## src/design/rbb_pkg.sv

```systemverilog
// ----------------------------------------------------------------------------
// rbb_pkg
// Types and constants shared by the 3x3 box blur modules.
// ----------------------------------------------------------------------------
`default_nettype none

package rbb_pkg;

  // default frame limits
  localparam int MAX_WIDTH_DEF  = 1024;
  localparam int MAX_HEIGHT_DEF = 1024;

  // configuration registers
  localparam int CFG_W            = 11;
  localparam int CFG_WIDTH_RESET  = 1024;
  localparam int CFG_HEIGHT_RESET = 1024;

  typedef enum logic {
    REG_FRAME_WIDTH  = 1'b0,
    REG_FRAME_HEIGHT = 1'b1
  } reg_idx_t;

  typedef enum logic {
    FUNC_PIXEL = 1'b0,
    FUNC_FLUSH = 1'b1
  } func_t;

  // queue depths and their level widths
  localparam int QDEPTH = 4;
  localparam int QLW    = $clog2(QDEPTH + 1);
  localparam int ODEPTH = 4;
  localparam int OLW    = $clog2(ODEPTH + 1);

  // floor(s / 9) = (s * 7282) >> 16 for s <= 9 * 255
  localparam int SUM_W     = 12;
  localparam int RECIP_W   = 13;
  localparam int DIV_SHIFT = 16;
  localparam logic [RECIP_W-1:0] RECIP9 = 13'd7282;

  typedef struct packed {
    logic [7:0] red;
    logic [7:0] green;
    logic [7:0] blue;
  } rgb_t;

  // where the result pixel sits in the frame
  typedef struct packed {
    logic emit;      // item produces a result
    logic last;      // result is the frame's last pixel
    logic top_ok;    // row above is in frame
    logic bot_ok;    // row below is in frame
    logic left_ok;   // column to the left is in frame
    logic right_ok;  // column to the right is in frame
  } pos_flags_t;

  // one window column plus position info, front to back
  typedef struct packed {
    rgb_t       top;
    rgb_t       mid;
    rgb_t       cur;
    pos_flags_t flags;
  } col_t;

  typedef struct packed {
    rgb_t pix;
    logic last;
  } res_t;

endpackage

`default_nettype wire

```

## src/design/rbb_fifo.sv

```systemverilog
// ----------------------------------------------------------------------------
// rbb_fifo
// Small register FIFO with fill level; writers hold credit, so no full flag.
// ----------------------------------------------------------------------------
`default_nettype none

module rbb_fifo #(
  parameter int W     = 1,
  parameter int DEPTH = rbb_pkg::QDEPTH
) (
  input  logic                         clk,
  input  logic                         rst,
  input  logic                         push,
  input  logic [W-1:0]                 wdata,
  input  logic                         pop,
  output logic [W-1:0]                 rdata,
  output logic                         empty,
  output logic [$clog2(DEPTH+1)-1:0]   level
);
  localparam int PW = $clog2(DEPTH);
  localparam int LW = $clog2(DEPTH + 1);

  logic [W-1:0]  mem [DEPTH];
  logic [PW-1:0] wr_ptr;
  logic [PW-1:0] rd_ptr;
  logic [LW-1:0] count;
  logic          do_pop;

  assign do_pop = pop && (count != '0);
  assign empty  = (count == '0);
  assign level  = count;
  assign rdata  = mem[rd_ptr];

  always_ff @(posedge clk) begin
    if (rst) begin
      wr_ptr <= '0;
      rd_ptr <= '0;
      count  <= '0;
    end else begin
      if (push) begin
        wr_ptr <= (wr_ptr == PW'(DEPTH - 1)) ? '0 : wr_ptr + 1'b1;
      end
      if (do_pop) begin
        rd_ptr <= (rd_ptr == PW'(DEPTH - 1)) ? '0 : rd_ptr + 1'b1;
      end
      case ({push, do_pop})
        2'b10:   count <= count + 1'b1;
        2'b01:   count <= count - 1'b1;
        default: count <= count;
      endcase
    end
  end

  always_ff @(posedge clk) begin
    if (push) begin
      mem[wr_ptr] <= wdata;
    end
  end

endmodule

`default_nettype wire

```

## src/design/rbb_back.sv

```systemverilog
// ----------------------------------------------------------------------------
// rbb_back
// Shifts the 3x3 window, sums in-frame taps, divides by 9, queues results.
// ----------------------------------------------------------------------------
`default_nettype none

module rbb_back (
  input  logic          clk,
  input  logic          rst,
  input  logic          q_empty,
  output logic          q_pop,
  input  rbb_pkg::col_t q_data,
  output logic          empty,
  input  logic          pop,
  output logic [7:0]    out_red,
  output logic [7:0]    out_green,
  output logic [7:0]    out_blue,
  output logic          frame_end
);
  import rbb_pkg::*;

  localparam int PW = SUM_W + RECIP_W;

  rgb_t             win [3][3];
  logic             b1_valid;
  pos_flags_t       b1_flags;
  logic [2:0]       row_ok;
  logic [2:0]       col_ok;
  logic [SUM_W-1:0] sum_red;
  logic [SUM_W-1:0] sum_green;
  logic [SUM_W-1:0] sum_blue;
  logic             b2_valid;
  logic             b2_last;
  logic [SUM_W-1:0] b2_red;
  logic [SUM_W-1:0] b2_green;
  logic [SUM_W-1:0] b2_blue;
  logic [PW-1:0]    prod_red;
  logic [PW-1:0]    prod_green;
  logic [PW-1:0]    prod_blue;
  res_t             res_in;
  res_t             res_out;
  logic [OLW-1:0]   o_level;

  // keep room in the result queue for everything in flight
  assign q_pop = !q_empty &&
                 ((OLW'(o_level) + OLW'(b1_valid) + OLW'(b2_valid)) < OLW'(ODEPTH));

  always_ff @(posedge clk) begin
    if (rst) begin
      b1_valid <= 1'b0;
      b2_valid <= 1'b0;
    end else begin
      b1_valid <= q_pop && q_data.flags.emit;
      b2_valid <= b1_valid;
    end
  end

  always_ff @(posedge clk) begin
    if (q_pop) begin
      for (int r = 0; r < 3; r++) begin
        win[r][0] <= win[r][1];
        win[r][1] <= win[r][2];
      end
      win[0][2] <= q_data.top;
      win[1][2] <= q_data.mid;
      win[2][2] <= q_data.cur;
      b1_flags  <= q_data.flags;
    end
  end

  assign row_ok = {b1_flags.bot_ok, 1'b1, b1_flags.top_ok};
  assign col_ok = {b1_flags.right_ok, 1'b1, b1_flags.left_ok};

  always_comb begin
    sum_red   = '0;
    sum_green = '0;
    sum_blue  = '0;
    for (int r = 0; r < 3; r++) begin
      for (int c = 0; c < 3; c++) begin
        if (row_ok[r] && col_ok[c]) begin
          sum_red   = sum_red + SUM_W'(win[r][c].red);
          sum_green = sum_green + SUM_W'(win[r][c].green);
          sum_blue  = sum_blue + SUM_W'(win[r][c].blue);
        end
      end
    end
  end

  always_ff @(posedge clk) begin
    if (b1_valid) begin
      b2_red   <= sum_red;
      b2_green <= sum_green;
      b2_blue  <= sum_blue;
      b2_last  <= b1_flags.last;
    end
  end

  // divide by 9 through a reciprocal multiply
  assign prod_red   = PW'(b2_red) * PW'(RECIP9);
  assign prod_green = PW'(b2_green) * PW'(RECIP9);
  assign prod_blue  = PW'(b2_blue) * PW'(RECIP9);

  always_comb begin
    res_in.pix.red   = prod_red[DIV_SHIFT +: 8];
    res_in.pix.green = prod_green[DIV_SHIFT +: 8];
    res_in.pix.blue  = prod_blue[DIV_SHIFT +: 8];
    res_in.last      = b2_last;
  end

  rbb_fifo #(
    .W     ($bits(res_t)),
    .DEPTH (ODEPTH)
  ) u_out_q (
    .clk   (clk),
    .rst   (rst),
    .push  (b2_valid),
    .wdata (res_in),
    .pop   (pop),
    .rdata (res_out),
    .empty (empty),
    .level (o_level)
  );

  assign out_red   = res_out.pix.red;
  assign out_green = res_out.pix.green;
  assign out_blue  = res_out.pix.blue;
  assign frame_end = res_out.last;

endmodule

`default_nettype wire

```

## config.mk

```make
export PLATFORM = sky130hd
export DESIGN_NAME = rbb_back
export DESIGN_NICKNAME = d
export VERILOG_FILES = /design/src/design/rbb_pkg.sv /design/src/design/rbb_fifo.sv /design/src/design/rbb_back.sv
export SDC_FILE = /design/constraint.sdc
export NUM_CORES = 1
export LEC_CHECK = 0
export BUFFER_PORTS_ARGS = -buffer_cell sky130_fd_sc_hd__buf_2
export CAP_MARGIN = 20
export CORE_MARGIN = 2
export CORE_UTILIZATION = 65
export CTS_CLUSTER_DIAMETER = 60
export DETAILED_ROUTE_END_ITERATION = 8
export PLACE_DENSITY = 0.8
export SYNTH_ARGS = -nofsm -noshare
export SYNTH_HDL_FRONTEND = slang
export SYNTH_SLANG_ARGS = --single-unit
```

## constraint.sdc

```tcl
create_clock -name clk -period 53 [get_ports clk]
set_input_delay 10.6 -clock clk [delete_from_list [all_inputs] [get_ports clk]]
set_output_delay 10.6 -clock clk [all_outputs]
set_load 0.01 [all_outputs]
```

## Word-level counts from Yosys, hierarchy flattened

Memory sizes are Yosys's and may differ from the RTL's. A register that Yosys moved wholly into a read port is not among the register bits.
Cells that the tools add are included.

| storage, ports and cells | value |
|---|---|
| memory bits (writable) | 316 |
| register bits | 51 |
| output and inout port bits | 27 |
| memories | 2 |
| word-level logic and storage cells | 98 |

| cells by class | value |
|---|---|
| $add $sub $neg | 30 |
| reduce and logical (&&, ||, !) cells | 11 |
| order comparisons | 1 |
| $mul | 3 |
| multiplexer cells | 33 |
| equal/unequal tests | 4 |

Memory list:

| name | words | bits a word | read ports | clocked after memory_dff | wr ports | line | text |
|---|---|---|---|---|---|---|---|
| win | 3 | 72 | 3 | 0 | 3 | rbb_back.sv:24 | `rgb_t win [3][3];` |
| u_out_q.mem | 4 | 25 | 1 | 1 | 1 | rbb_fifo.sv:23 | `logic [W-1:0] mem [DEPTH];` |

Operators with widths:

| kind | number |
|---|---|
| 12-bit by 8-bit adder with 12-bit output | 24 |
| 12-bit two-way mux | 21 |
| 12-bit by 12-bit multiplier with 23-bit output, second input constant | 3 |
| 8-bit two-way mux | 3 |
| 2-bit two-way mux | 4 |
| 1-bit logical AND | 7 |
| 3-bit by 1-bit adder with 3-bit output | 2 |
| 2-bit equality test, second input constant | 3 |
| 3-bit case mux with 2 select lines | 1 |
| 2-bit by 1-bit adder with 2-bit output, second input constant | 2 |
| 1-bit two-way mux | 4 |
| 3-bit by 1-bit adder with 3-bit output, second input constant | 1 |
| 3-bit zero test | 1 |
| 3-bit < comparator, second input constant | 1 |
| 3-bit nonzero test | 1 |
| 3-bit by 1-bit subtractor with 3-bit output, second input constant | 1 |
| 2-bit by 1-bit equality test with 1-bit output, second input constant | 1 |
| 2-bit nonzero test | 1 |
| 1-bit zero test | 1 |

## Logic depth before layout (Yosys ltp)

| depth | value |
|---|---|
| depth after elaboration | 17 |
| gate-level depth with buffers | 53 |
| mapped depth without buffers | 49 |

## Cells and area by module

Synthesis repeated with hierarchy kept, for this count alone.

| unflattened totals | value |
|---|---|
| cells, all modules | 2524 |
| area, all modules | 28118.2 um2 |

By module, submodules not included:

| module | cells each | times used | area each (um2) |
|---|---|---|---|
| rbb_back | 2345 | 1 | 24014.3 |
| rbb_fifo | 179 | 1 | 4103.9 |

## Worst setup path before layout

Ideal clock, no wire load.

| timing | value |
|---|---|
| path kind | input port to output port |
| start | in q_empty |
| end | out q_pop |
| path buffers | 0 |
| required time | 42400 ps |
| stages | 1 |
| data arrival time | 26826 ps |
| slack | 15574 ps |
| path through | nor3b_1 |

| between the ends | value |
|---|---|
| cells in the longest elaborated chain, start to end | 2 |

Ends and longest elaborated chain:

| element | line | text |
|---|---|---|
| start, declared | rbb_back.sv:10 | `input logic q_empty,` |
| 1-bit zero test | rbb_back.sv:45 | `assign q_pop = !q_empty &&` |
| 1-bit logical AND | rbb_back.sv:45 |  |
| end, declared | rbb_back.sv:11 | `output logic q_pop,` |

Every way passes these cells.

## Worst setup path in the final report

Ends and elaborated chain as after synthesis.

==> flow_summary.yaml <==
setup_path:
  arrival_ns: 11.61
  endpoint_kind: "primary output"
  worstPathMaxFanout: 38
  crit_chain: "buf_2, nor3b_2, buf_4, buf_2"
  crit_slowest_cell: "buf_4"
  cp_common_cell: "buf_2"
  cp-start-kind: "primary input"
  rrSetupSlack_ns: 42.74
  path_buf_inv: 3
  max_stage_delay_ns: 0.47
  critical_path.top_delay_family: "buffers and inverters"
  critPathKind: "primary input to primary output"
  critPathRequiredTime_ns: 42.40
yosys:
  synth-seq-cells: 369
  synth_area_leaders: "edfxtp_1 (38%), ha_1 (17%), fa_1 (8.1%)"
  synthTopCellsByCount: "ha_1 (394), edfxtp_1 (358), inv_1 (222)"
  seq_area_frac_synth: 0.386
  synth_cells: 2526
  synth_top_area_cell: "edfxtp_1"
  ys_warn_count: 0
  ys.flop_type: "edfxtp_1"
  synth_top_area_frac: 0.378
  synth_cell_types: 90
  synth-edff-count: 358
  synth_fp_nets: 3117
  synth_most_common_cell: "ha_1"
  postSynthAreaPerCell_sq_um: 11.3
  netlist_area_sq_um: 28500
  ys_async_sr_fraction: 0
place:
  dp_cells: 3186
  port_buffers: 108
  dp_slack_ns: 30.78
  gp_congestion: 0.890
  hpwl_microns: 45200
sta:
  hold_viol: 0
  tightest_slew_ns: 1.00
  clock_skew_ns: 0.0210
  min_period_ns: 22.21
  fin_setup_tns_ns: 0
  rsz0062_at_grt: "false"
  whs_ns: 0.439
  fmax_ghz: 0.0450
  max_slew_margin: 0.330
  finalCritPeriodShare: 0.419
  slew_viol_final: 0
  setup_violations: 0
  final.setup.worst_slack_ns: 30.79
die:
  io_pins: 109
  start_util: 0.659
  die_y_microns: 213
  die_area_sq_um: 45500
  rows: 76
  fp.dieW_microns: 213
  core_sq_um: 43200
global_routing:
  grt_overflow: 0
  grt_pass1_vias: 20300
  antenna_found_initial: 0
  grt_pass1_wl_microns: 98700
  grt_use_total: 0.273
  grt_max_degree: 71
finish:
  drive_above_1_share: 0.108
  final_cells: 3265
  area_delta_synth_final_pct: 9.44
  antennaDiodeCount: 0
  nets: 3237
clocking:
  path_clk_slew_ns: 0.06
  clockBufferDepth: 3
  cts_resized: 0
  cts_root_buf: "clkbuf_16"
  postCtsSetupBuffers: 0
  cts_max_level: 2
  clkLatencyLatePin_ns: 0.58
  cts_tree: "built"
  holdBufCountCts: 0
  cts.sinks: 369
  cts_buffers: 43
pwr:
  power_leakage_nw: 13.4
  max-vdd-ir-drop_mv: 0.0790
  power_mw: 2.21
  p_per_area_nw_per_um2: 71.0
drt:
  viasPerCell: 5.99
  wire_per_inst_microns: 18.6
  drc_errors: 0
  vias: 19500
  first_pass_iters: 6
  detail-route-antenna-nets: 0
  drtIter0Drc: 1222
  wl_microns: 60600
run:
  maxCapViolCount: 0
status:
  outcome: "completed"
min_path:
  min_path_type: "flop to flop"
[per-stage QoR]
step | cell area [sq um] | util
3_3_place_gp | 29700 | 0.687
6_report | 31100 | 0.721
3_5_place_dp | 29700 | 0.687
4_1_cts | 31100 | 0.721
2_1_floorplan | 28500 | -
5_1_grt | 31100 | 0.721
[final cells by class]
| class | instances | area, sq um |
|---|---|---|
| Multi-Input combinational cell | 1885 | 16500 |
| Clock inverter | 27 | 303 |
| Inverter | 224 | 841 |
| Timing Repair Buffer | 123 | 653 |
| Fill cell | 3021 | 12000 |
| Clock buffer | 52 | 1180 |
| Tap cell | 585 | 732 |
| Sequential cell | 369 | 11000 |
[layer usage]
metal  track usage  vias up  routed length [microns]
li1              -     9463                        -
met1         0.343     9504                    26000
met2         0.487      456                    30100
met3        0.0419      123                     2860
met4        0.0860        0                     1630
met5             0        -                        0
[cells in the final DEF (no fill, tap or decap), types with 43 or more instances in the layout]
cell	instances
o21ai_0	123
inv_1	222
nor2_1	173
nand2_1	117
ha_1	394
edfxtp_1	358
nor3_1	43
clkbuf_16	45
xor2_1	44
fa_1	115
xnor2_1	120
nor2b_1	52
a21oi_1	158
a21o_1	58
buf_2	108
[worst register-to-register path, delay by kind of cell (launching register included)]
family / cells / cell delay, ns
AOI/OAI and AO/OA: 18 / 3.78
muxes: 1 / 0.15
adders and majority gates: 8 / 2.46
xor gates and xnor gates: 3 / 0.49
and+or+nand+nor: 9 / 2.05
buffers and inverters: 4 / 0.74
DFF: 1 / 0.32
[state kept, by name (all words and copies together), names as in the netlist, named ones only]
name,flops
win,216
u_out_q.mem,100
b2_blue,12
b2_green,12
b2_red,12
b1_flags,5
u_out_q.level,3
u_out_q.rd_ptr,2
u_out_q.wr_ptr,2
b1_valid,1
b2_last,1
b2_valid,1
[path summary, 6_finish.rpt]
| kind | startpoint | to | depth (start not counted) |
|---|---|---|---|
| max | q_empty | q_pop | 4 |
| min | b1_flags[4]$_DFFE_PP_ | b2_last$_DFFE_PP_ | 0 |
| max reg2reg | b1_flags[3]$_DFFE_PP_ | b2_green[11]$_DFFE_PP_ | 43 |
| min reg2reg | b1_flags[4]$_DFFE_PP_ | b2_last$_DFFE_PP_ | 0 |
[power breakdown]
group	internal [mW]	total, mW	switching (mW)
combinational	0.586	1.39	0.799
sequential	0.495	0.516	0.0211
clock	0.185	0.310	0.125
[cell families (layout without fill, tap and decap cells)]
kind of cell / after synthesis / after routing / synth area share
buf+inv: 272 / 426 / 0.0363
mux: 90 / 90 / 0.0445
flops: 369 / 369 / 0.386
fa+ha+maj: 510 / 510 / 0.255
simple gates: 547 / 547 / 0.0933
compound gates: 564 / 564 / 0.128
xor+xnor: 174 / 174 / 0.0574
No activity file was read; power rests on OpenSTA's default activity.
