--- src/design/rbb_pkg.sv ---
// ----------------------------------------------------------------------------
// rbb_pkg
// Types and constants shared by the 3x3 box blur modules.
// ----------------------------------------------------------------------------
`default_nettype none

package rbb_pkg;

  // default frame limits
  localparam int MAX_WIDTH_DEF  = 1024;
  localparam int MAX_HEIGHT_DEF = 1024;

  // configuration registers
  localparam int CFG_W            = 11;
  localparam int CFG_WIDTH_RESET  = 1024;
  localparam int CFG_HEIGHT_RESET = 1024;

  typedef enum logic {
    REG_FRAME_WIDTH  = 1'b0,
    REG_FRAME_HEIGHT = 1'b1
  } reg_idx_t;

  typedef enum logic {
    FUNC_PIXEL = 1'b0,
    FUNC_FLUSH = 1'b1
  } func_t;

  // queue depths and their level widths
  localparam int QDEPTH = 4;
  localparam int QLW    = $clog2(QDEPTH + 1);
  localparam int ODEPTH = 4;
  localparam int OLW    = $clog2(ODEPTH + 1);

  // floor(s / 9) = (s * 7282) >> 16 for s <= 9 * 255
  localparam int SUM_W     = 12;
  localparam int RECIP_W   = 13;
  localparam int DIV_SHIFT = 16;
  localparam logic [RECIP_W-1:0] RECIP9 = 13'd7282;

  typedef struct packed {
    logic [7:0] red;
    logic [7:0] green;
    logic [7:0] blue;
  } rgb_t;

  // where the result pixel sits in the frame
  typedef struct packed {
    logic emit;      // item produces a result
    logic last;      // result is the frame's last pixel
    logic top_ok;    // row above is in frame
    logic bot_ok;    // row below is in frame
    logic left_ok;   // column to the left is in frame
    logic right_ok;  // column to the right is in frame
  } pos_flags_t;

  // one window column plus position info, front to back
  typedef struct packed {
    rgb_t       top;
    rgb_t       mid;
    rgb_t       cur;
    pos_flags_t flags;
  } col_t;

  typedef struct packed {
    rgb_t pix;
    logic last;
  } res_t;

endpackage

`default_nettype wire

--- src/design/rbb_fifo.sv ---
// ----------------------------------------------------------------------------
// rbb_fifo
// Small register FIFO with fill level; writers hold credit, so no full flag.
// ----------------------------------------------------------------------------
`default_nettype none

module rbb_fifo #(
  parameter int W     = 1,
  parameter int DEPTH = rbb_pkg::QDEPTH
) (
  input  logic                         clk,
  input  logic                         rst,
  input  logic                         push,
  input  logic [W-1:0]                 wdata,
  input  logic                         pop,
  output logic [W-1:0]                 rdata,
  output logic                         empty,
  output logic [$clog2(DEPTH+1)-1:0]   level
);
  localparam int PW = $clog2(DEPTH);
  localparam int LW = $clog2(DEPTH + 1);

  logic [W-1:0]  mem [DEPTH];
  logic [PW-1:0] wr_ptr;
  logic [PW-1:0] rd_ptr;
  logic [LW-1:0] count;
  logic          do_pop;

  assign do_pop = pop && (count != '0);
  assign empty  = (count == '0);
  assign level  = count;
  assign rdata  = mem[rd_ptr];

  always_ff @(posedge clk) begin
    if (rst) begin
      wr_ptr <= '0;
      rd_ptr <= '0;
      count  <= '0;
    end else begin
      if (push) begin
        wr_ptr <= (wr_ptr == PW'(DEPTH - 1)) ? '0 : wr_ptr + 1'b1;
      end
      if (do_pop) begin
        rd_ptr <= (rd_ptr == PW'(DEPTH - 1)) ? '0 : rd_ptr + 1'b1;
      end
      case ({push, do_pop})
        2'b10:   count <= count + 1'b1;
        2'b01:   count <= count - 1'b1;
        default: count <= count;
      endcase
    end
  end

  always_ff @(posedge clk) begin
    if (push) begin
      mem[wr_ptr] <= wdata;
    end
  end

endmodule

`default_nettype wire

--- config.mk ---
export PLATFORM = sky130hd
export DESIGN_NAME = rbb_fifo
export DESIGN_NICKNAME = d
export VERILOG_FILES = /design/src/design/rbb_pkg.sv /design/src/design/rbb_fifo.sv
export SDC_FILE = /design/constraint.sdc
export NUM_CORES = 1
export LEC_CHECK = 0
export ABC_AREA = 1
export BUFFER_PORTS_ARGS = -buffer_cell sky130_fd_sc_hd__buf_4
export CORE_MARGIN = 2
export CORE_UTILIZATION = 47
export CTS_BUF_LIST = sky130_fd_sc_hd__clkbuf_16
export CTS_CLUSTER_SIZE = 10
export DETAILED_ROUTE_END_ITERATION = 8
export PLACE_DENSITY = 0.79
export SLEW_MARGIN = 30
export SYNTH_ARGS = -nofsm -noshare
export SYNTH_HDL_FRONTEND = slang
export SYNTH_SLANG_ARGS = --single-unit
--- constraint.sdc ---
create_clock -name clk -period 2 [get_ports clk]
set_clock_uncertainty 0.1 [all_clocks]
set_input_delay 0.1 -clock clk [delete_from_list [all_inputs] [get_ports clk]]
set_output_delay 0.1 -clock clk [all_outputs]
set_load 0.01 [all_outputs]
* Yosys cells after proc, flatten, opt, wreduce, memory -nomap -nowiden
Memory sizes are Yosys's and may differ from the RTL's. A register that Yosys moved wholly into a read port is not among the register bits.
Index checks and enable logic that the tools add are counted.
** Storage, ports and cells
- Bits of input ports :: 5
- Memories kept :: 1
- Bits in read-only memories :: 0
- Bits in latches :: 0
- RAM bits :: 4
- Bits in registers :: 7
- Output and inout bits :: 5
** Operators by class
- Eq/ne operators :: 4
- Multiplexer cells :: 7
- Bitwise logic cells :: 0
- Add/sub/neg operators :: 4
- Div/mod/pow operators :: 0
- Multipliers :: 0
- Shifts and indexed selects :: 0
- $lt $le $gt $ge :: 0
- Reductions and logical operators :: 4
** Memories
- mem :: words 4, bits a word 1, read ports 1, clocked after Yosys merged registers in 1, write ports 1, RTL line rbb_fifo.sv:23 : logic [W-1:0] mem [DEPTH];
** Operators by type and width (number)
- $mux 2 :: 4
- $eq 2x2->1 const B :: 3
- $pmux 3 s2 :: 1
- $add 2x1->2 const B :: 2
- $add 3x1->3 const B :: 1
- $logic_not 3->1 :: 1
- $reduce_bool 3->1 :: 1
- $sub 3x1->3 const B :: 1
- $eq 2x1->1 const B :: 1
- $mux 1 :: 2
- $reduce_bool 2->1 :: 1
- $logic_and 1x1->1 :: 1

* Logic depth before layout (Yosys ltp)
Gate-level depths: netlist (run 1).
- Depth after elaboration :: 4
- Gate-level depth with buffers :: 13
- Depth with buffers taken out :: 13

* Worst setup path after synthesis (run 1)
OpenSTA, ideal clock, no wires.
- Path kind :: register to register
- Start point :: register count[0], in the netlist level[0]
- End point :: register count[2], in the netlist level[2]
- Cell stages (with the launch flop) :: 14
- Setup time :: 0.110 ns
- Path buffers :: 0
- Path slack :: 0.183 ns
- Arrival :: 1.608 ns
- Period minus slack after synthesis :: 1.817 ns
- Data required time :: 1.790 ns
- Path through :: dfxtp_1 > inv_1 > nand3_2 > inv_1 > nor2_1 > ha_1 > inv_1 > fa_1 > inv_1 > nand2_1 > nand3_1 > nand2_1 > inv_1 > nor2_1
** Between the ends
- Cells in the longest elaborated chain, start to end :: 4
- Elaborated cells on any way between the ends :: 8
- Classes of those cells :: 2 x add/sub; 2 x eq/ne; 1 x mux; 3 x reduce/logical
** Ends and longest elaborated chain
- from (decl) :: RTL line rbb_fifo.sv:26 : logic [LW-1:0] count;
- from (signal assigned) :: RTL line rbb_fifo.sv:47 : 2'b10: count <= count + 1'b1;
- from (signal assigned) :: RTL line rbb_fifo.sv:48 : 2'b01: count <= count - 1'b1;
- from (signal assigned) :: RTL line rbb_fifo.sv:49 : default: count <= count;
- parallel branches: the longest is 4 deep, another holds $sub 3x1->3
Parallel ways; which one is timed is not known.
A chain may end at the register's enable or synchronous reset.

* Worst setup path in the final report (run 1)
Same ends and word-level chain as after synthesis.

==> out/metrics.yaml, run 1 <==
status: "finished, final reports clean"
grt_usage: 0.186
dp_hpwl_um: 806
critPathKind: "reg2reg"
synth.distinct_cells: 15
fp.coreArea_sq_mm: 0.00128
worstHoldStart: "push"
htreeDepth: 1
pin_count: 10
slowest_delay_ns: 0.37
min_period_ns: 1.82
die_area_sq_mm: 0.00168
num_antenna_cells: 0
grt_max_degree: 8
clock.fmax_ghz: 0.549
syn_inst: 76
drive_gt1_frac: 0.226
maxCapViolCount: 0
ys_seq_area_frac: 0.468
utilization: 0.660
io_buffers: 9
worst-path-buf-inv: 4
place_congestion: 0.819
final_max_slew_viol_count: 0
setup_viol: 0
crit_top_cell: "inv_1"
yosysWarnings: 0
tightestPinTransition_ns: 0.182
grt_antenna_before_repair: 0
start_util: 0.500
period_share: 0.912
min_path_cells: 3
crit_chain: "inv_1, nand3_2, inv_1, nor2_1, ha_2, inv_1, fa_1, nand2_1, nand3_1, nand2_1, inv_1, nor2_1"
r2r-start: "level[0]"
dieHeight_um: 41.0
ant_nets: 0
drt_wl_total_um: 1130
synth_area_leader_cell: "dfxtp_1"
cts_buffers: 3
slowest_stage: "fa_1"
vias: 518
clk_path_buf_depth: 2
power_density_mw_per_mm2: 1250
cp_max_fo: 4
rsz0062_at_grt: "false"
critPathLaunchType: "register"
nets: 106
ys_ff_latch: 13
final-seq-area_sq_um: 304
die_w_um: 41.0
dr.first_iter.drc_count: 10
grt_pass1_wl_um: 1880
dr.pass1.iters: 4
grt_pass1_vias: 487
r2r_setup_slack_ns: 0.18
cts_tree: "built"
insertion_delay_ns: 0.24
ff2ff_path_depth: 12
rows: 13
drcViolationCount: 0
wl_per_cell_um: 10.5
arrival_ns: 1.90
required_ns: 2.08
slew_headroom: 0.879
n_fill_cell: 106
grt_overflow: 0
hold-path-endpoint: "wr_ptr[1]"
syn_area_sq_um: 642
layout_common_cells: "inv_1 (19), buf_4 (11), nand2_1 (10)"
multi_input_area_sq_um: 273
synth_area_leaders: "dfxtp_1 (28%), edfxtp_1 (19%), ha_1 (12%), inv_1 (11%), nand2_1 (5.8%)"
syn_area_per_cell_sq_um: 8.45
path_clk_slew_ns: 0.04
area_delta_synth_final_pct: 32.2
irDropWorstVdd_uv: 921
hold_violations: 0
root_buffer: "clkbuf_16"
hold_class: "in2reg"
cts_sinks: 13
syn_nets: 88
synth_top_area_frac: 0.281
tns_ns: 0
avgViaCountPerCell: 4.80
r2r_end: "level[2]"
p_leak_uw: 0.000439
final_common_cell: "inv_1"
end_kind: "register"
cpLargestDelayFamily: "adder cells"
-- logic make-up after synthesis --
logic type,count (synthesis),synth area share
AOI/OAI and AO/OA,12,0.0936
adders and majority gates,7,0.148
buffers and inverters,19,0.111
DFF,13,0.468
and+or+nand+nor,25,0.179
-- worst max-delay path by stage --
stage / start / endpoint / slack, ns / depth (start not counted)
finish: level[0] / level[2] / 0.18 / 12
global route: level[0] / level[2] / 0.007 / 13
CTS: level[0] / level[2] / 0.11 / 13
detailed placement: level[0] / level[2] / 0.12 / 13
global placement: level[0] / level[2] / 0.19 / 13
floorplan: level[0] / level[2] / 0.18 / 13
-- routing by layer --
metal | vias to the layer above | share of wire | track usage
li1 | 269 | - | -
met1 | 241 | 0.40 | 0.197
met2 | 6 | 0.54 | 0.293
met3 | 2 | 0.038 | 0.0870
met4 | 0 | 0.021 | 0.117
met5 | - | 0 | 0
-- worst min-delay path, cell delays in order --
cell	delay [ns]
buf_4	0.11
inv_2	0.06
a21oi_1	0.11
-- metrics by stage --
step / setup slack [ns] / cell area (sq um) / cells / power, uW / hold slack [ns]
after floorplan: 0.183 / 642 / 76 / 537 / 0.0724
after global placement: 0.192 / 728 / 100 / 629 / 0.165
after global routing: 0.00729 / 848 / 108 / 1140 / 0.0927
after CTS: 0.112 / 827 / 106 / 1030 / 0.0740
final: 0.177 / 848 / 108 / 1060 / 0.0720
after detailed placement: 0.120 / 728 / 100 / 644 / 0.170
-- cells in the mapped netlist --
master / n
o21ai_0: 6
ha_1: 6
nor3_2: 1
inv_2: 1
inv_1: 18
a21oi_1: 6
edfxtp_1: 4
dfxtp_1: 9
nor2_1: 8
or2_1: 1
fa_1: 1
nand3_2: 1
nand4_1: 1
nand2_1: 10
nand3_1: 3
-- repair_timing --
action,CTS,global route
endpoints found under the hold margin,5,0
setup buffers,0,2
endpoints found under the setup margin,0,1
hold buffers,2,0
resized for setup,0,4
-- area by class of cell --
type,instances,share of cell area
clock buffer,3,0.0885
multi-input combinational,44,0.322
tap,15,0.0221
timing repair buffer,13,0.121
clock inverter,1,0.00442
sequential,13,0.358
inverter,19,0.0841
-- report_power, final --
part           internal [uW]  switching [uW]  leakage, uW
Clock                    264             110    0.0000423
Combinational            154             175     0.000284
Sequential               326            32.8     0.000112
Total                    744             318     0.000439
Power figures use the tool's default switching activity.
==> inputs of run 2 (changes only) <==
--- a/config.mk
+++ b/config.mk
@@ -6,13 +6,13 @@
 export NUM_CORES = 1
 export LEC_CHECK = 0
 export ABC_AREA = 1
-export BUFFER_PORTS_ARGS = -buffer_cell sky130_fd_sc_hd__buf_4
 export CORE_MARGIN = 2
 export CORE_UTILIZATION = 47
 export CTS_BUF_LIST = sky130_fd_sc_hd__clkbuf_16
 export CTS_CLUSTER_SIZE = 10
 export DETAILED_ROUTE_END_ITERATION = 8
-export PLACE_DENSITY = 0.79
+export DONT_BUFFER_PORTS = 1
+export PLACE_DENSITY = 0.73
 export SLEW_MARGIN = 30
 export SYNTH_ARGS = -nofsm -noshare
 export SYNTH_HDL_FRONTEND = slang
==> run 2 against run 1 <==
Wire length is 4.8% lower. Hold slack lost 0.071 ns. Non-clock buffer count fell by 6. First-iteration DRC count is 50% lower. Global-route usage is 1.7 points lower. Core utilization is 2.6 points lower. Count of clock-buffer cells in the layout stayed put. Die area did not move. Sequential share of layout area increased by 1.0 points. Total power shrank 6.1%. Critical path depth grew 1.
==> out/metrics.yaml, run 2 (synthesis gave the netlist of run 1 again) <==
hold_class: "in2reg"
rows: 13
placed_cells: 94
grt_antenna_before_repair: 0
arrival_ns: 1.86
path_clk_slew_ns: 0.04
cts_tree: "built"
drive_gt1_frac: 0.138
crit_chain: "inv_1, nand3_4, inv_2, nor2_2, ha_2, inv_1, fa_1, inv_1, nand2_1, nand3_1, nand2_1, inv_1, nor2_1"
r2r_end: "level[2]"
slew_headroom: 0.765
required_ns: 2.04
min_path_cells: 3
period_share: 0.910
final_cells: 102
grt_pass1_wl_um: 1730
tightestPinTransition_ns: 0.349
die_w_um: 41.0
io_buffers: 0
p_leak_uw: 0.000407
root_buffer: "clkbuf_16"
worstSetupEndpoint: "level[2]"
status: "finished, final reports clean"
r2r_setup_slack_ns: 0.18
slowest_delay_ns: 0.38
hold_violations: 0
cts_buffers: 3
clk_path_buf_depth: 2
drt_wl_total_um: 1080
maxCapViolCount: 0
vias: 485
final_common_cell: "inv_1"
dieHeight_um: 41.0
min_period_ns: 1.82
ant_nets: 0
dr.first_iter.drc_count: 5
start_util: 0.500
clock.fmax_ghz: 0.550
insertion_delay_ns: 0.24
die_area_sq_mm: 0.00168
final_area_sq_um: 815
drcViolationCount: 0
pin_count: 10
whs_ns: 0.00122
slowest_stage: "fa_1"
area_delta_synth_final_pct: 26.9
fp.coreArea_sq_mm: 0.00128
startpoint: "level[1]"
dr.pass1.iters: 4
place_area_sq_um: 683
wl_per_cell_um: 10.6
avgViaCountPerCell: 4.75
grt_max_degree: 8
cts_sinks: 13
cp_max_fo: 5
crit_top_cell: "inv_1"
cts_setup_buffers: 0
grt_pass1_vias: 433
critPathLaunchType: "register"
layout_common_cells: "inv_1 (18), nand2_1 (10), dfxtp_1 (9)"
irDropWorstVdd_uv: 648
final_max_slew_viol_count: 0
r2r-start: "level[1]"
grt_usage: 0.169
setup_viol: 0
critPathKind: "reg2reg"
end_kind: "register"
num_antenna_cells: 0
fin_total_pwr_uw: 997
nets: 100
tns_ns: 0
power_density_mw_per_mm2: 1220
htreeDepth: 1
ff2ff_path_depth: 13
dp_hpwl_um: 788
place_congestion: 0.827
grt_overflow: 0
==> run 2: cell count changes in the layout (fill, tap and decap cells not counted), sizes merged <==
cell	previous run	this run
buf	11	3
dlygate4sd3	2	4
==> run 2: critical path: cells and delay by family, from the launching register on <==
family                     cells  cell delay, ns
adders and majority gates      2            0.56
and+or+nand+nor                6            0.41
DFF                            1            0.33
buffers and inverters          5            0.33
==> run 2: cell type report <==
type	instances	area, sq um
inverter	19	71.3
tap	15	18.8
clock buffer	3	75.1
sequential	13	300
multi-input combinational	44	283
fill	117	470
timing repair buffer	7	62.6
clock inverter	1	3.75
==> run 2: stage by stage <==
stage | setup WS (ns) | utilization
finish | 0.181 | 0.634
CTS | 0.146 | 0.624
detailed placement | 0.160 | 0.532
global placement | 0.222 | 0.532
floorplan | 0.183 | -
global route | -0.00477 | 0.634
==> run 2: metal layers <==
metal,GRT usage,part of all wire,routed length (um),vias to the layer above
li1,-,-,-,257
met1,0.174,0.40,435,218
met2,0.273,0.53,570,7
met3,0.0978,0.047,51,3
met4,0.0750,0.018,19,0
met5,0,0,0,-
==> run 2: how the worst min path moves through the flow <==
stage,startpoint,slack (ns),to
floorplan,rst,0.07,wr_ptr[0]
global placement,rst,0.07,wr_ptr[0]
detailed placement,rst,0.08,wr_ptr[0]
CTS,rst,0.002,level[2]
global route,rst,0.02,level[2]
finish,rst,0.001,level[2]
==> run 2: where the power goes <==
part	switching, uW	total, uW	internal [uW]	leakage (uW)
Clock	105	368	263	0.0000423
Sequential	27.6	349	322	0.000111
Combinational	170	280	109	0.000254
==> run 2: repair_timing <==
action,4_1_cts,5_1_grt
hold buffers,4,0
endpoints found under the hold margin,14,0
gates resized for setup,0,4
endpoints found under the setup margin,0,1
==> inputs of run 3 (changes only) <==
--- a/config.mk
+++ b/config.mk
@@ -13,6 +13,7 @@
 export DETAILED_ROUTE_END_ITERATION = 8
 export DONT_BUFFER_PORTS = 1
 export PLACE_DENSITY = 0.73
+export SETUP_SLACK_MARGIN = 0.2
 export SLEW_MARGIN = 30
 export SYNTH_ARGS = -nofsm -noshare
 export SYNTH_HDL_FRONTEND = slang
==> run 3 against run 2 <==
Setup slack improved by 0.083 ns. Combinational power up 6%. Die area unchanged. Count of clock-buffer cells in the layout unchanged. Largest power group unchanged. Highest routed layer unchanged. First-iteration DRC count is 20% higher. Global-route usage fell by 0.82 points. Non-clock buffer count is 1 lower. Total power increased by 4.7%. Flip-flop and latch count did not move. Via count decreased by 0.62%.
==> out/metrics.yaml, run 3 (synthesis gave the netlist of run 1 again) <==
nets: 99
vias: 482
insertion_delay_ns: 0.24
dp_hpwl_um: 676
grt_pass1_vias: 408
io_buffers: 0
irDropWorstVdd_uv: 920
clock.fmax_ghz: 0.576
drcViolationCount: 0
cts_tree: "built"
cts_buffers: 3
arrival_ns: 1.78
avgViaCountPerCell: 4.77
period_share: 0.868
hold_violations: 0
area_delta_synth_final_pct: 30.8
dieHeight_um: 41.0
die_area_sq_mm: 0.00168
p_switching_uw: 327
wl_per_cell_um: 10.3
grt_max_degree: 8
crit_chain: "inv_2, nand3_4, inv_4, nor2_4, ha_4, inv_2, fa_2, inv_2, nand2_1, nand3_1, nand2_1, inv_1, nor2_1"
dr.pass1.iters: 2
path_clk_slew_ns: 0.04
pin_count: 10
final_area_sq_um: 840
grt_overflow: 0
drive_gt1_frac: 0.221
cpLargestDelayFamily: "adder cells"
status: "finished, final reports clean"
die_w_um: 41.0
p_leak_uw: 0.000403
place_congestion: 0.764
use_met3: 0.0815
switching_share: 0.313
clkPwrFrac: 0.358
final_max_slew_viol_count: 0
rsz0062_at_grt: "false"
placed_cells: 92
required_ns: 2.04
setup_viol: 0
slowest_stage: "fa_2"
tightestPinTransition_ns: 0.342
grt_antenna_before_repair: 0
num_antenna_cells: 0
grt_pass1_wl_um: 1580
cp_max_fo: 3
crit_top_cell: "inv_2"
root_buffer: "clkbuf_16"
htreeDepth: 1
fin_total_pwr_uw: 1040
layout_common_cells: "inv_1 (14), nand2_1 (9), nor2_1 (7), dfxtp_1 (7)"
min_period_ns: 1.74
grt_usage: 0.161
worst-path-buf-inv: 5
utilization: 0.653
fp.coreArea_sq_mm: 0.00128
critPathLaunchType: "register"
start_util: 0.500
met1_usage: 0.164
power_density_mw_per_mm2: 1240
slew_headroom: 0.769
critPathKind: "reg2reg"
p_int_uw: 717
slowest_delay_ns: 0.37
p_comb_frac: 0.285
clk_path_buf_depth: 2
cts_sinks: 13
seq_power_share: 0.356
tns_ns: 0
ant_nets: 0
end_kind: "register"
gr-max-usage-layer: "met2"
dr.first_iter.drc_count: 6
final_cells: 101
place_area_sq_um: 671
drt_wl_total_um: 1040
final_common_cell: "inv_1"
rows: 13
grtUsageMet2: 0.246
maxCapViolCount: 0
hold_class: "in2reg"
-- run 3: cell types whose count changed in the layout (fill, tap and decap cells not counted), moves of 2 or more --
cell	previous run	this run
inv_1	18	14
dfxtp_1	9	7
dfxtp_4	0	2
inv_2	2	4
inv_4	0	2
-- run 3: final cells by class --
class / instances / area (sq um)
Timing Repair Buffer: 6 / 55.1
Inverter: 19 / 76.3
Clock buffer: 3 / 75.1
Tap cell: 15 / 18.8
Fill cell: 110 / 445
Sequential cell: 13 / 308
Multi-Input combinational cell: 44 / 303
Clock inverter: 1 / 3.75
-- run 3: worst reg2reg max path, stage by stage, from the launching register on --
cell and delay, ns:
dfxtp_4 0.36, inv_2 0.06, nand3_4 0.09, inv_4 0.05, nor2_4 0.12, ha_4 0.14
inv_2 0.04, fa_2 0.37, inv_2 0.05, nand2_1 0.06, nand3_1 0.06, nand2_1 0.05
inv_1 0.05, nor2_1 0.03
-- run 3: per-layer routing --
layer,wire length [um],vias up
li1,-,255
met1,451,219
met2,525,6
met3,48,2
met4,16,0
met5,0,-
-- run 3: metrics by stage --
stage	hold slack [ns]	setup slack, ns
6_report	0.260	0.264
5_1_grt	0.288	0.189
4_1_cts	0.235	0.209
3_5_place_dp	0.0753	0.134
3_3_place_gp	0.0739	0.159
2_1_floorplan	0.0724	0.216
-- run 3: final timing paths --
check | start | end | slack (ns) | depth (start not counted)
worst min-delay path | pop | level[1] | 0.26 | 5
worst max register to register | level[1] | level[2] | 0.26 | 13
worst max-delay path | level[1] | level[2] | 0.26 | 13
worst min register to register | level[0] | level[0] | 0.39 | 1
-- run 3: timing repair --
action | 4_1_cts | 5_1_grt
endpoints found under the setup margin | 1 | 2
hold buffers | 4 | 0
setup buffers | 1 | 0
endpoints found under the hold margin | 15 | 0
pin swaps | 1 | 4
gates resized for setup | 2 | 14
-- run 3: power by group through the flow --
| stage | registers [uW] | clock network, uW | logic, uW |
|---|---|---|---|
| after floorplan | 364 | 0 | 177 |
| after global placement | 366 | 0 | 210 |
| after detailed placement | 368 | 0 | 216 |
| after CTS | 365 | 382 | 246 |
| after global routing | 380 | 395 | 344 |
| final | 372 | 374 | 298 |
